[src/sv/assert_macros.svh]
// ----------------------------------------------------------------------------
// Assertion macros
// Shared concurrent assertion wrappers for the change dispenser RTL.
// ----------------------------------------------------------------------------
`ifndef ASSERT_MACROS_SVH
`define ASSERT_MACROS_SVH
`ifndef SYNTHESIS
// Property must hold at every clock edge outside reset.
`define GCHG_ASSERT(lbl, clk, rst_n, prop, msg) \
    lbl: assert property (@(posedge clk) disable iff (!rst_n) (prop)) else $error(msg);
// Expression must never be true outside reset.
`define GCHG_NEVER(lbl, clk, rst_n, expr, msg) \
    lbl: assert property (@(posedge clk) disable iff (!rst_n) !(expr)) else $error(msg);
`else
`define GCHG_ASSERT(lbl, clk, rst_n, prop, msg)
`define GCHG_NEVER(lbl, clk, rst_n, expr, msg)
`endif
`endif

[src/sv/gchg_pkg.sv]
// ----------------------------------------------------------------------------
// gchg_pkg
// Types and constants shared by the greedy change dispenser modules.
// ----------------------------------------------------------------------------
package gchg_pkg;

    localparam int DATA_W      = 16;
    localparam int SLOTS       = 8;
    localparam int SLOT_W      = (SLOTS > 1) ? $clog2(SLOTS) : 1;
    localparam int CNT_W       = $clog2(SLOTS + 1);
    localparam int MAX_RESULTS = 8;
    localparam int NCNT_W      = $clog2(MAX_RESULTS + 1);
    localparam int DIV_CNT_W   = $clog2(DATA_W);

    // Transaction kinds
    localparam logic KIND_LOAD = 1'b0;
    localparam logic KIND_REQ  = 1'b1;

    typedef struct packed {
        logic              kind;
        logic [2:0]        slot;
        logic [DATA_W-1:0] denom_value;
        logic [DATA_W-1:0] denom_count;
        logic [DATA_W-1:0] amount;
    } req_t;

    typedef struct packed {
        logic [DATA_W-1:0] paid_value;
        logic [DATA_W-1:0] paid_count;
        logic [DATA_W-1:0] remainder;
        logic              shortfall;
        logic              last;
    } rsp_t;

    // Table write port
    typedef struct packed {
        logic              denom_we;
        logic              stock_we;
        logic [SLOT_W-1:0] addr;
        logic [DATA_W-1:0] denom;
        logic [DATA_W-1:0] stock;
    } tbl_wr_t;

    typedef enum logic [2:0] {
        ST_IDLE,
        ST_CHECK,
        ST_DIV,
        ST_MUL,
        ST_UPD,
        ST_FINISH
    } state_t;

endpackage

[src/sv/greedy_change_dispenser_core.sv]
// ----------------------------------------------------------------------------
// greedy_change_dispenser_core
// Greedy change dispenser over a table of denominations with limited stock.
// ----------------------------------------------------------------------------
// Load transaction: no result; next transaction accepted next cycle.
// Request: each slot used goes through check, divide steps, divider done,
// multiply and update; each skipped slot goes through a check only.
// Next transaction taken once the last result is valid; output stalls delay it.
// Reset (async, active low) clears the sequencer and zeroes both tables.
// ----------------------------------------------------------------------------
`include "assert_macros.svh"

module greedy_change_dispenser_core (
    input  logic             clk,
    input  logic             rst_n,
    input  logic             in_valid,
    output logic             in_ready,
    input  gchg_pkg::req_t   in_data,
    output logic             out_valid,
    input  logic             out_ready,
    output gchg_pkg::rsp_t   out_data
);

    gchg_pkg::state_t                   state_reg, state_next;
    logic [gchg_pkg::CNT_W-1:0]         idx_reg, idx_next;
    logic [gchg_pkg::NCNT_W-1:0]        n_reg, n_next;
    logic [gchg_pkg::DATA_W-1:0]        rem_reg, rem_next;
    logic [gchg_pkg::DATA_W-1:0]        pieces_reg, pieces_next;
    logic [2*gchg_pkg::DATA_W-1:0]      prod_reg, prod_next;
    logic                               held_vld_reg, held_vld_next;
    gchg_pkg::rsp_t                     held_reg, held_next;
    logic                               out_valid_reg, out_valid_next;
    gchg_pkg::rsp_t                     out_reg, out_next;

    gchg_pkg::tbl_wr_t                  tbl_wr;
    logic [gchg_pkg::DATA_W-1:0]        rd_denom;
    logic [gchg_pkg::DATA_W-1:0]        rd_stock;
    logic                               div_start;
    logic                               div_done;
    logic [gchg_pkg::DATA_W-1:0]        div_quo;
    logic                               out_free;
    logic [gchg_pkg::DATA_W-1:0]        upd_rem;

    gchg_table u_table (
        .clk      (clk),
        .rst_n    (rst_n),
        .wr       (tbl_wr),
        .rd_idx   (idx_reg[gchg_pkg::SLOT_W-1:0]),
        .rd_denom (rd_denom),
        .rd_stock (rd_stock)
    );

    gchg_divider u_div (
        .clk      (clk),
        .rst_n    (rst_n),
        .start    (div_start),
        .dividend (rem_reg),
        .divisor  (rd_denom),
        .done     (div_done),
        .quotient (div_quo)
    );

    assign out_free = !out_valid_reg || out_ready;
    assign upd_rem  = rem_reg - prod_reg[gchg_pkg::DATA_W-1:0];

    // Sequencer: next state and datapath controls
    always_comb
    begin
        state_next     = state_reg;
        idx_next       = idx_reg;
        n_next         = n_reg;
        rem_next       = rem_reg;
        pieces_next    = pieces_reg;
        prod_next      = prod_reg;
        held_vld_next  = held_vld_reg;
        held_next      = held_reg;
        out_next       = out_reg;
        out_valid_next = out_valid_reg && !out_ready;
        tbl_wr         = '0;
        tbl_wr.addr    = idx_reg[gchg_pkg::SLOT_W-1:0];
        div_start      = 1'b0;
        in_ready       = 1'b0;

        unique case (state_reg)
            gchg_pkg::ST_IDLE:
            begin
                in_ready = 1'b1;
                if (in_valid)
                begin
                    if (in_data.kind == gchg_pkg::KIND_LOAD)
                    begin
                        if (32'(in_data.slot) < gchg_pkg::SLOTS)
                        begin
                            tbl_wr.denom_we = 1'b1;
                            tbl_wr.stock_we = 1'b1;
                            tbl_wr.addr     = gchg_pkg::SLOT_W'(in_data.slot);
                            tbl_wr.denom    = in_data.denom_value;
                            tbl_wr.stock    = in_data.denom_count;
                        end
                    end
                    else
                    begin
                        rem_next      = in_data.amount;
                        idx_next      = '0;
                        n_next        = '0;
                        held_vld_next = 1'b0;
                        state_next    = gchg_pkg::ST_CHECK;
                    end
                end
            end

            gchg_pkg::ST_CHECK:
            begin
                if (idx_reg == gchg_pkg::CNT_W'(gchg_pkg::SLOTS) || rem_reg == '0 ||
                    n_reg == gchg_pkg::NCNT_W'(gchg_pkg::MAX_RESULTS))
                    state_next = gchg_pkg::ST_FINISH;
                else if (rd_stock == '0 || rd_denom == '0 || rd_denom > rem_reg)
                    idx_next = idx_reg + 1'b1;
                else
                begin
                    div_start  = 1'b1;
                    state_next = gchg_pkg::ST_DIV;
                end
            end

            gchg_pkg::ST_DIV:
            begin
                if (div_done)
                begin
                    pieces_next = (div_quo > rd_stock) ? rd_stock : div_quo;
                    state_next  = gchg_pkg::ST_MUL;
                end
            end

            gchg_pkg::ST_MUL:
            begin
                prod_next  = pieces_reg * rd_denom;
                state_next = gchg_pkg::ST_UPD;
            end

            gchg_pkg::ST_UPD:
            begin
                // Previous result goes out once it is known not to be the last
                if (!held_vld_reg || out_free)
                begin
                    if (held_vld_reg)
                    begin
                        out_valid_next = 1'b1;
                        out_next       = held_reg;
                    end
                    held_vld_next        = 1'b1;
                    held_next.paid_value = rd_denom;
                    held_next.paid_count = pieces_reg;
                    held_next.remainder  = upd_rem;
                    held_next.shortfall  = 1'b0;
                    held_next.last       = 1'b0;
                    tbl_wr.stock_we      = 1'b1;
                    tbl_wr.stock         = rd_stock - pieces_reg;
                    rem_next             = upd_rem;
                    n_next               = n_reg + 1'b1;
                    idx_next             = idx_reg + 1'b1;
                    state_next           = gchg_pkg::ST_CHECK;
                end
            end

            gchg_pkg::ST_FINISH:
            begin
                if (out_free)
                begin
                    out_valid_next = 1'b1;
                    if (held_vld_reg)
                        out_next = held_reg;
                    else
                    begin
                        out_next.paid_value = '0;
                        out_next.paid_count = '0;
                        out_next.remainder  = rem_reg;
                    end
                    out_next.shortfall = (rem_reg != '0);
                    out_next.last      = 1'b1;
                    held_vld_next      = 1'b0;
                    state_next         = gchg_pkg::ST_IDLE;
                end
            end

            default:
            begin
                state_next = gchg_pkg::ST_IDLE;
            end
        endcase
    end

    // Control registers
    always_ff @(posedge clk or negedge rst_n)
    begin
        if (!rst_n)
        begin
            state_reg     <= gchg_pkg::ST_IDLE;
            idx_reg       <= '0;
            n_reg         <= '0;
            held_vld_reg  <= 1'b0;
            out_valid_reg <= 1'b0;
        end
        else
        begin
            state_reg     <= state_next;
            idx_reg       <= idx_next;
            n_reg         <= n_next;
            held_vld_reg  <= held_vld_next;
            out_valid_reg <= out_valid_next;
        end
    end

    // Payload registers
    always_ff @(posedge clk)
    begin
        rem_reg    <= rem_next;
        pieces_reg <= pieces_next;
        prod_reg   <= prod_next;
        held_reg   <= held_next;
        out_reg    <= out_next;
    end

    assign out_valid = out_valid_reg;
    assign out_data  = out_reg;

    `GCHG_ASSERT(a_idle_empty, clk, rst_n, (state_reg == gchg_pkg::ST_IDLE) |-> !held_vld_reg,
                 "held result left over in idle")
    `GCHG_ASSERT(a_n_bound, clk, rst_n,
                 n_reg <= gchg_pkg::NCNT_W'(gchg_pkg::MAX_RESULTS), "result count overflow")
    `GCHG_ASSERT(a_short_last, clk, rst_n, out_valid_reg |-> (!out_reg.shortfall || out_reg.last),
                 "shortfall on a non-final result")
    `GCHG_ASSERT(a_upd_no_underflow, clk, rst_n,
                 (state_reg == gchg_pkg::ST_UPD) |->
                     (prod_reg <= {{gchg_pkg::DATA_W{1'b0}}, rem_reg}),
                 "payout exceeds unpaid amount")

endmodule

[src/sv/gchg_divider.sv]
// ----------------------------------------------------------------------------
// gchg_divider
// Restoring radix-2 unsigned divider, one quotient bit per cycle.
// ----------------------------------------------------------------------------
`include "assert_macros.svh"

module gchg_divider (
    input  logic                          clk,
    input  logic                          rst_n,
    input  logic                          start,
    input  logic [gchg_pkg::DATA_W-1:0]   dividend,
    input  logic [gchg_pkg::DATA_W-1:0]   divisor,
    output logic                          done,
    output logic [gchg_pkg::DATA_W-1:0]   quotient
);

    logic                            busy_reg;
    logic                            done_reg;
    logic [gchg_pkg::DIV_CNT_W-1:0]  cnt_reg;
    logic [gchg_pkg::DATA_W-1:0]     quo_reg;
    logic [gchg_pkg::DATA_W-1:0]     rem_reg;
    logic [gchg_pkg::DATA_W-1:0]     dvs_reg;

    logic [gchg_pkg::DATA_W:0]       shifted;
    logic [gchg_pkg::DATA_W:0]       diff;
    logic                            ge;
    logic [gchg_pkg::DATA_W-1:0]     quo_next;
    logic [gchg_pkg::DATA_W-1:0]     rem_next;

    // One shift-subtract step
    always_comb
    begin
        shifted  = {rem_reg, quo_reg[gchg_pkg::DATA_W-1]};
        diff     = shifted - {1'b0, dvs_reg};
        ge       = (shifted >= {1'b0, dvs_reg});
        rem_next = ge ? diff[gchg_pkg::DATA_W-1:0] : shifted[gchg_pkg::DATA_W-1:0];
        quo_next = {quo_reg[gchg_pkg::DATA_W-2:0], ge};
    end

    // Control
    always_ff @(posedge clk or negedge rst_n)
    begin
        if (!rst_n)
        begin
            busy_reg <= 1'b0;
            done_reg <= 1'b0;
            cnt_reg  <= '0;
        end
        else
        begin
            done_reg <= 1'b0;
            if (start)
            begin
                busy_reg <= 1'b1;
                cnt_reg  <= '0;
            end
            else if (busy_reg)
            begin
                cnt_reg <= cnt_reg + 1'b1;
                if (cnt_reg == gchg_pkg::DIV_CNT_W'(gchg_pkg::DATA_W - 1))
                begin
                    busy_reg <= 1'b0;
                    done_reg <= 1'b1;
                end
            end
        end
    end

    // Datapath
    always_ff @(posedge clk)
    begin
        if (start)
        begin
            quo_reg <= dividend;
            rem_reg <= '0;
            dvs_reg <= divisor;
        end
        else if (busy_reg)
        begin
            quo_reg <= quo_next;
            rem_reg <= rem_next;
        end
    end

    assign done     = done_reg;
    assign quotient = quo_reg;

    `GCHG_NEVER(a_start_busy, clk, rst_n, start && busy_reg, "divider started while busy")
    `GCHG_NEVER(a_zero_div, clk, rst_n, start && (divisor == '0), "divide by zero")
    `GCHG_ASSERT(a_done_pulse, clk, rst_n, done_reg |-> (!busy_reg && $past(busy_reg)),
                 "done without a running division")

endmodule

[src/sv/gchg_table.sv]
// ----------------------------------------------------------------------------
// gchg_table
// Denomination and stock registers, one read port and one write port.
// ----------------------------------------------------------------------------
module gchg_table (
    input  logic                          clk,
    input  logic                          rst_n,
    input  gchg_pkg::tbl_wr_t             wr,
    input  logic [gchg_pkg::SLOT_W-1:0]   rd_idx,
    output logic [gchg_pkg::DATA_W-1:0]   rd_denom,
    output logic [gchg_pkg::DATA_W-1:0]   rd_stock
);

    logic [gchg_pkg::DATA_W-1:0] denom_reg [gchg_pkg::SLOTS];
    logic [gchg_pkg::DATA_W-1:0] stock_reg [gchg_pkg::SLOTS];

    // Write port, cleared by reset
    always_ff @(posedge clk or negedge rst_n)
    begin
        if (!rst_n)
        begin
            for (int i = 0; i < gchg_pkg::SLOTS; i++)
            begin
                denom_reg[i] <= '0;
                stock_reg[i] <= '0;
            end
        end
        else
        begin
            if (wr.denom_we)
                denom_reg[wr.addr] <= wr.denom;
            if (wr.stock_we)
                stock_reg[wr.addr] <= wr.stock;
        end
    end

    assign rd_denom = denom_reg[rd_idx];
    assign rd_stock = stock_reg[rd_idx];

endmodule
[config.mk]
export PLATFORM = sky130hd
export DESIGN_NAME = greedy_change_dispenser_core
export DESIGN_NICKNAME = d
export VERILOG_FILES = /design/src/sv/gchg_pkg.sv /design/src/sv/greedy_change_dispenser_core.sv /design/src/sv/gchg_divider.sv /design/src/sv/gchg_table.sv
export VERILOG_INCLUDE_DIRS = /design/src /design/src/sv
export SDC_FILE = /design/constraint.sdc
export NUM_CORES = 1
export LEC_CHECK = 0
export ABC_CLOCK_PERIOD_IN_PS = 9400
export BUFFER_PORTS_ARGS = -buffer_cell sky130_fd_sc_hd__buf_4
export CAP_MARGIN = 0
export CORE_ASPECT_RATIO = 1.2
export CORE_MARGIN = 5
export CORE_UTILIZATION = 55
export DETAILED_ROUTE_END_ITERATION = 12
export PLACE_DENSITY = 0.69
export SLEW_MARGIN = 20
export SYNTH_ARGS = -nofsm -noshare
export SYNTH_HDL_FRONTEND = slang
export SYNTH_SLANG_ARGS = --single-unit
export TNS_END_PERCENT = 100
[constraint.sdc]
create_clock -name clk -period 9.4 [get_ports clk]
set_clock_uncertainty 0.05 [all_clocks]
set_input_delay 0.47 -clock clk [delete_from_list [all_inputs] [get_ports clk]]
set_output_delay 0.47 -clock clk [all_outputs]
set_load 0.005 [all_outputs]
After elaboration in Yosys (flattened, before gate mapping)
Index checks and enable logic that the tools add are counted.

word-level totals
  register bits after elaboration = 469
  word-level logic and storage cells = 166

cells by class
  add/subtract/negate cells = 6
  $mul = 1
  $lt $le $gt $ge = 6
  equal/unequal tests = 17
  multiplexer cells = 68
  bitwise logic cells = 2
  reductions and logical operators = 28

operators with widths
  kind                                          number
  bitwise mux 128 bit                           2
  2-to-1 mux 16 bit                             13
  2-to-1 mux 50 bit                             3
  one-hot mux 50 bit (2 select lines)           1
  binary-select mux 16 bit (select 3 bit)       2
  2-to-1 mux 37 bit                             2
  one-hot mux 16 bit (2 select lines)           2
  demux 16 bit (select 3 bit)                   1
  zero test 16 bit                              3
  2-to-1 mux 48 bit                             1
  subtractor 16 bit                             3
  > comparator 16 bit                           2
  2-to-1 mux 4 bit                              8
  2-to-1 mux 3 bit                              7
  2-to-1 mux 1 bit                              19
  2-to-1 mux 19 bit                             1
  one-hot mux 3 bit (6 select lines)            1
  >= comparator 17 x 16 -> 1 bit                1
  multiplier 16 x 16 -> 16 bit                  1
  nonzero test 16 bit                           1
  inequality test 2 bit, second input constant  7
  adder 4 x 1 -> 4 bit, second input constant   3
  == test 4 bit, second input constant          3
  one-hot mux 4 bit (3 select lines)            1
  other kinds (21)                              40

Longest topological paths before layout
  depth in word-level cells = 11
  gate-level depth with buffers = 27

Cells and area by module
Synthesis repeated with hierarchy kept, for this count alone.

unflattened totals
  cells, all modules = 2,269
  area total of the unflattened synthesis = 27,769.1 µm²

modules (own cells, without submodules)
  module                        times used  cells an instance  area each (µm²)  seq. area each (µm²)
  greedy_change_dispenser_core  1           1,314              13,098.8         4,709.5
  gchg_table                    1           669                11,627.4         6,406.1
  gchg_divider                  1           286                3,042.9          1,431.4

Worst setup path before layout
OpenSTA, ideal clock, no wires.

  path kind = register to register
  start point = register idx_reg[1] in the netlist's numbering
  end point = register prod_reg[13] in the netlist's numbering (data pin)
  arrival time = 5.829 ns
  required time = 9.092 ns
  slack = 3.263 ns
  stages on the path, launching flop included = 25
  cell sequence = dfrtp_1 > buf_6 > buf_6 > buf_6 > mux4_2 > nand2_1 > nand2_1 > clkbuf_1 > nand2_1 > fa_1 > fa_1 > inv_1 > fa_1 > inv_1 > fa_1 > inv_1 > fa_1 > inv_1 > fa_1 > inv_1 > ha_1 > nor2b_1 > o21ai_0 > nor2b_1 > xnor2_1

between the ends
  cells in the longest elaborated chain, start to end = 5

ends and longest elaborated chain
  what                                                   RTL line                             RTL
  from (decl)                                            greedy_change_dispenser_core.sv:25   logic [gchg_pkg::CNT_W-1:0] idx_reg, idx_next;
  from (signal assigned)                                 greedy_change_dispenser_core.sv:207  idx_reg <= idx_next;
  NOT 3 -> 4 bit (implied by the code)                   gchg_table.sv:37                     assign rd_denom = denom_reg[rd_idx];
  binary-select mux 16 bit (select 3 bit)                gchg_table.sv:37
  2-to-1 mux 16 bit (implied by the code) (2 in series)  gchg_table.sv:37
  via rd_denom (one bit)                                 greedy_change_dispenser_core.sv:36   logic [gchg_pkg::DATA_W-1:0] rd_denom;
  multiplier 16 x 16 -> 16 bit                           greedy_change_dispenser_core.sv:137  prod_next = pieces_reg * rd_denom;
  to (signal assigned)                                   greedy_change_dispenser_core.sv:219  prod_reg <= prod_next;
  to (decl)                                              greedy_change_dispenser_core.sv:29   logic [2*gchg_pkg::DATA_W-1:0] prod_reg, prod_next;

The timed path passes the listed nets, and every way through them passes these cells. The select of a mux whose other input is x is not followed.
A chain may end at the register's enable or synchronous reset.

Worst setup path after layout
  start point = register idx_reg[1] in the netlist's numbering
  end point = register prod_reg[13] in the netlist's numbering (data pin)

between the ends
  cells in the longest elaborated chain, start to end = 5

ends and longest elaborated chain
  what                                                   RTL line
  NOT 3 -> 4 bit (implied by the code)                   gchg_table.sv:37
  binary-select mux 16 bit (select 3 bit)                gchg_table.sv:37
  2-to-1 mux 16 bit (implied by the code) (2 in series)  gchg_table.sv:37
  multiplier 16 x 16 -> 16 bit                           greedy_change_dispenser_core.sv:137

No other way between the ends. The select of a mux whose other input is x is not followed.

==> results.toml <==
[floorplan]
fp.dieH_um = 250
placeableCoreArea_mm2 = 0.0472
fp.dieW_um = 210
start_util_pct = 55.8
ioPinCount = 108
rows = 87
dieArea_mm2 = 0.0524

[clocking]
cts.sinks = 469
clk_latency_ps = 600
ctsResizeCount = 0
cts_buffer_depth = 3
clk_root_buffer_cell = "clkbuf_16"
ctsHoldBuffers = 1
cts_tree = "built"
post_cts_buffers = 0
cts.clk_slew.worst_paths_ps = 60
cts_made_buffers = 47
htreeDepth = 2

[synth]
ys_warn_count = 0
syn_nets = 2538
postSynthCellCount = 2267
yosysSeqAreaShare_pct = 47.6
synth_area_leaders = "dfrtp_1, edfxtp_1, mux2_2"
synth_flop_cell = "dfrtp_1"
synth.most_common_cell = "dfrtp_1"
ys_top_cells_by_count = "dfrtp_1, inv_1, nand2_1"
synth_cell_types = 73
synth_edf_count = 178
netlist.top_cell.by_area = "dfrtp_1"
syn-cell-area_mm2 = 0.0264
synthArstFlopShare_pct = 58.6
yosys_register_bits = 469
synth_top_area_share_pct = 26.1
syn_area_per_cell_um2 = 11.6

[global_route]
antenna_found_initial = 2
gr-total-overflow = 0
grt_max_degree = 113
grt_usage_pct = 24.5
grt_pass1_vias = 18171
grt_pass1_wl_um = 101000

[timing]
drv_slew = 0
finalSetupTns_ps = 0
min_period_ps = 6880
tightest_slew_ps = 1080
rsz0062_at_grt = "false"
setup_violations = 0
max_freq_ghz = 0.145
hold_viol_final = 0
finalCritPeriodShare_pct = 73.2
relSlewSlack_pct = 27.5

[critical_path]
setup.worst_path.start_class = "register"
critical_path_class = "reg -> reg"
worstPathMaxFanout = 38
required_ps = 9680
end_kind = "register"
critical_path_arrival_ps = 7160

[placement]
gp_congestion = 0.907
place.port_buffers = 107
place_hpwl_um = 45700

[detailed_routing]
vias_per_cell = 5.85
drc = 0
via_count = 17607
wl_per_cell_um = 21.3
first_pass_iters = 5
drt-total-wl_um = 64200
drtIter0Drc = 1100
ant_nets = 0

[layout]
syn_to_final_growth_pct = 11.1
fillers = 3784
drive_gt1_share_pct = 20.0
nets = 2624

[status]
status = "finished clean"

[worst_hold_path]
hp-class = "in -> reg"

[job]
cap_violations = 0
==> logic make-up (layout without fill, tap and decap cells) <==
kind of cell             Yosys count  in the layout  share of synthesized area, %
XOR/XNOR                          87             87                          2.89
AND/OR/NAND/NOR                  557            557                          9.73
other                              0              1                             0
buffers and inverters            314            434                          4.80
adder cells (fa/ha/maj)          215            215                          12.6
AO/OA/AOI/OAI                    341            341                          7.63
multiplexers                     284            284                          14.8
flip-flops                       469            469                          47.6
==> final timing paths <==
kind,start,to,slack [ps],cells past startpoint
setup / recovery,idx_reg[1],prod_reg[13],2520,20
hold / removal,in_data[45],u_table.denom_reg[61],130,2
setup reg to reg,idx_reg[1],prod_reg[13],2520,20
hold reg to reg,u_table.stock_reg[61],u_table.stock_reg[61],430,2
max in group asynchronous,rst_n,idx_reg[1],7390,3
min in group asynchronous,rst_n,u_table.stock_reg[20],480,2
==> through the flow <==
stage	utilization [%]	setup WS (ps)	hold slack [ps]	area [um^2]	std cells
6_report	62.0	2520	128	29300	3011
5_1_grt	62.0	2110	112	29300	3011
4_1_cts	61.9	2510	89.0	29300	3010
3_5_place_dp	58.8	2530	415	27800	2926
3_3_place_gp	58.8	2630	406	27800	2926
2_1_floorplan	-	3260	124	26400	2267
==> layer usage <==
metal,vias to the layer above,wire (um),GRT usage [%]
li1,8042,-,-
met1,8879,25500,30.8
met2,506,31700,41.3
met3,180,3570,4.09
met4,0,3390,12.1
met5,-,0,0
==> layout by cell type (no fill, tap or decap), drive strengths merged, types with 58 or more instances in the layout <==
| master | netlist | routed |
|---|---|---|
| dfrtp | 275 | 275 |
| inv | 215 | 217 |
| nand2 | 201 | 201 |
| mux2 | 193 | 193 |
| edfxtp | 178 | 178 |
| nor2 | 159 | 159 |
| buf | 28 | 133 |
| ha | 132 | 132 |
| a21oi | 121 | 121 |
| o21ai | 112 | 112 |
| fa | 83 | 83 |
| xnor2 | 68 | 68 |
| clkbuf | 69 | 67 |
| mux4 | 62 | 62 |
| nor2b | 58 | 58 |
==> worst max-delay path: stages (launching register included) <==
cell and delay, ps:
dfrtp_4 910, mux4_2 600, nand2_1 200, nand2_1 390
nand2_1 240, fa_1 450, fa_1 550, inv_1 50
fa_1 490, inv_1 60, fa_1 540, inv_1 60
fa_1 470, inv_1 50, fa_1 470, inv_1 40
ha_1 300, nor2b_1 140, o21ai_0 230, nor2b_1 210
xnor2_1 90
==> layout make-up <==
class	count	area, um^2	share of cell area (%)
inverter	217	815	2.78
clock inverter	16	178	0.607
antenna	1	2.50	0.00855
sequential	469	12600	42.9
tap	623	779	2.66
clock buffer	67	1310	4.48
timing repair buffer	134	1020	3.48
multi-input combinational	1484	12600	43.1
Power is left out: the tool's default activity adds up to more than one toggle a clock period on the data nets, which glitch-free logic cannot reach.
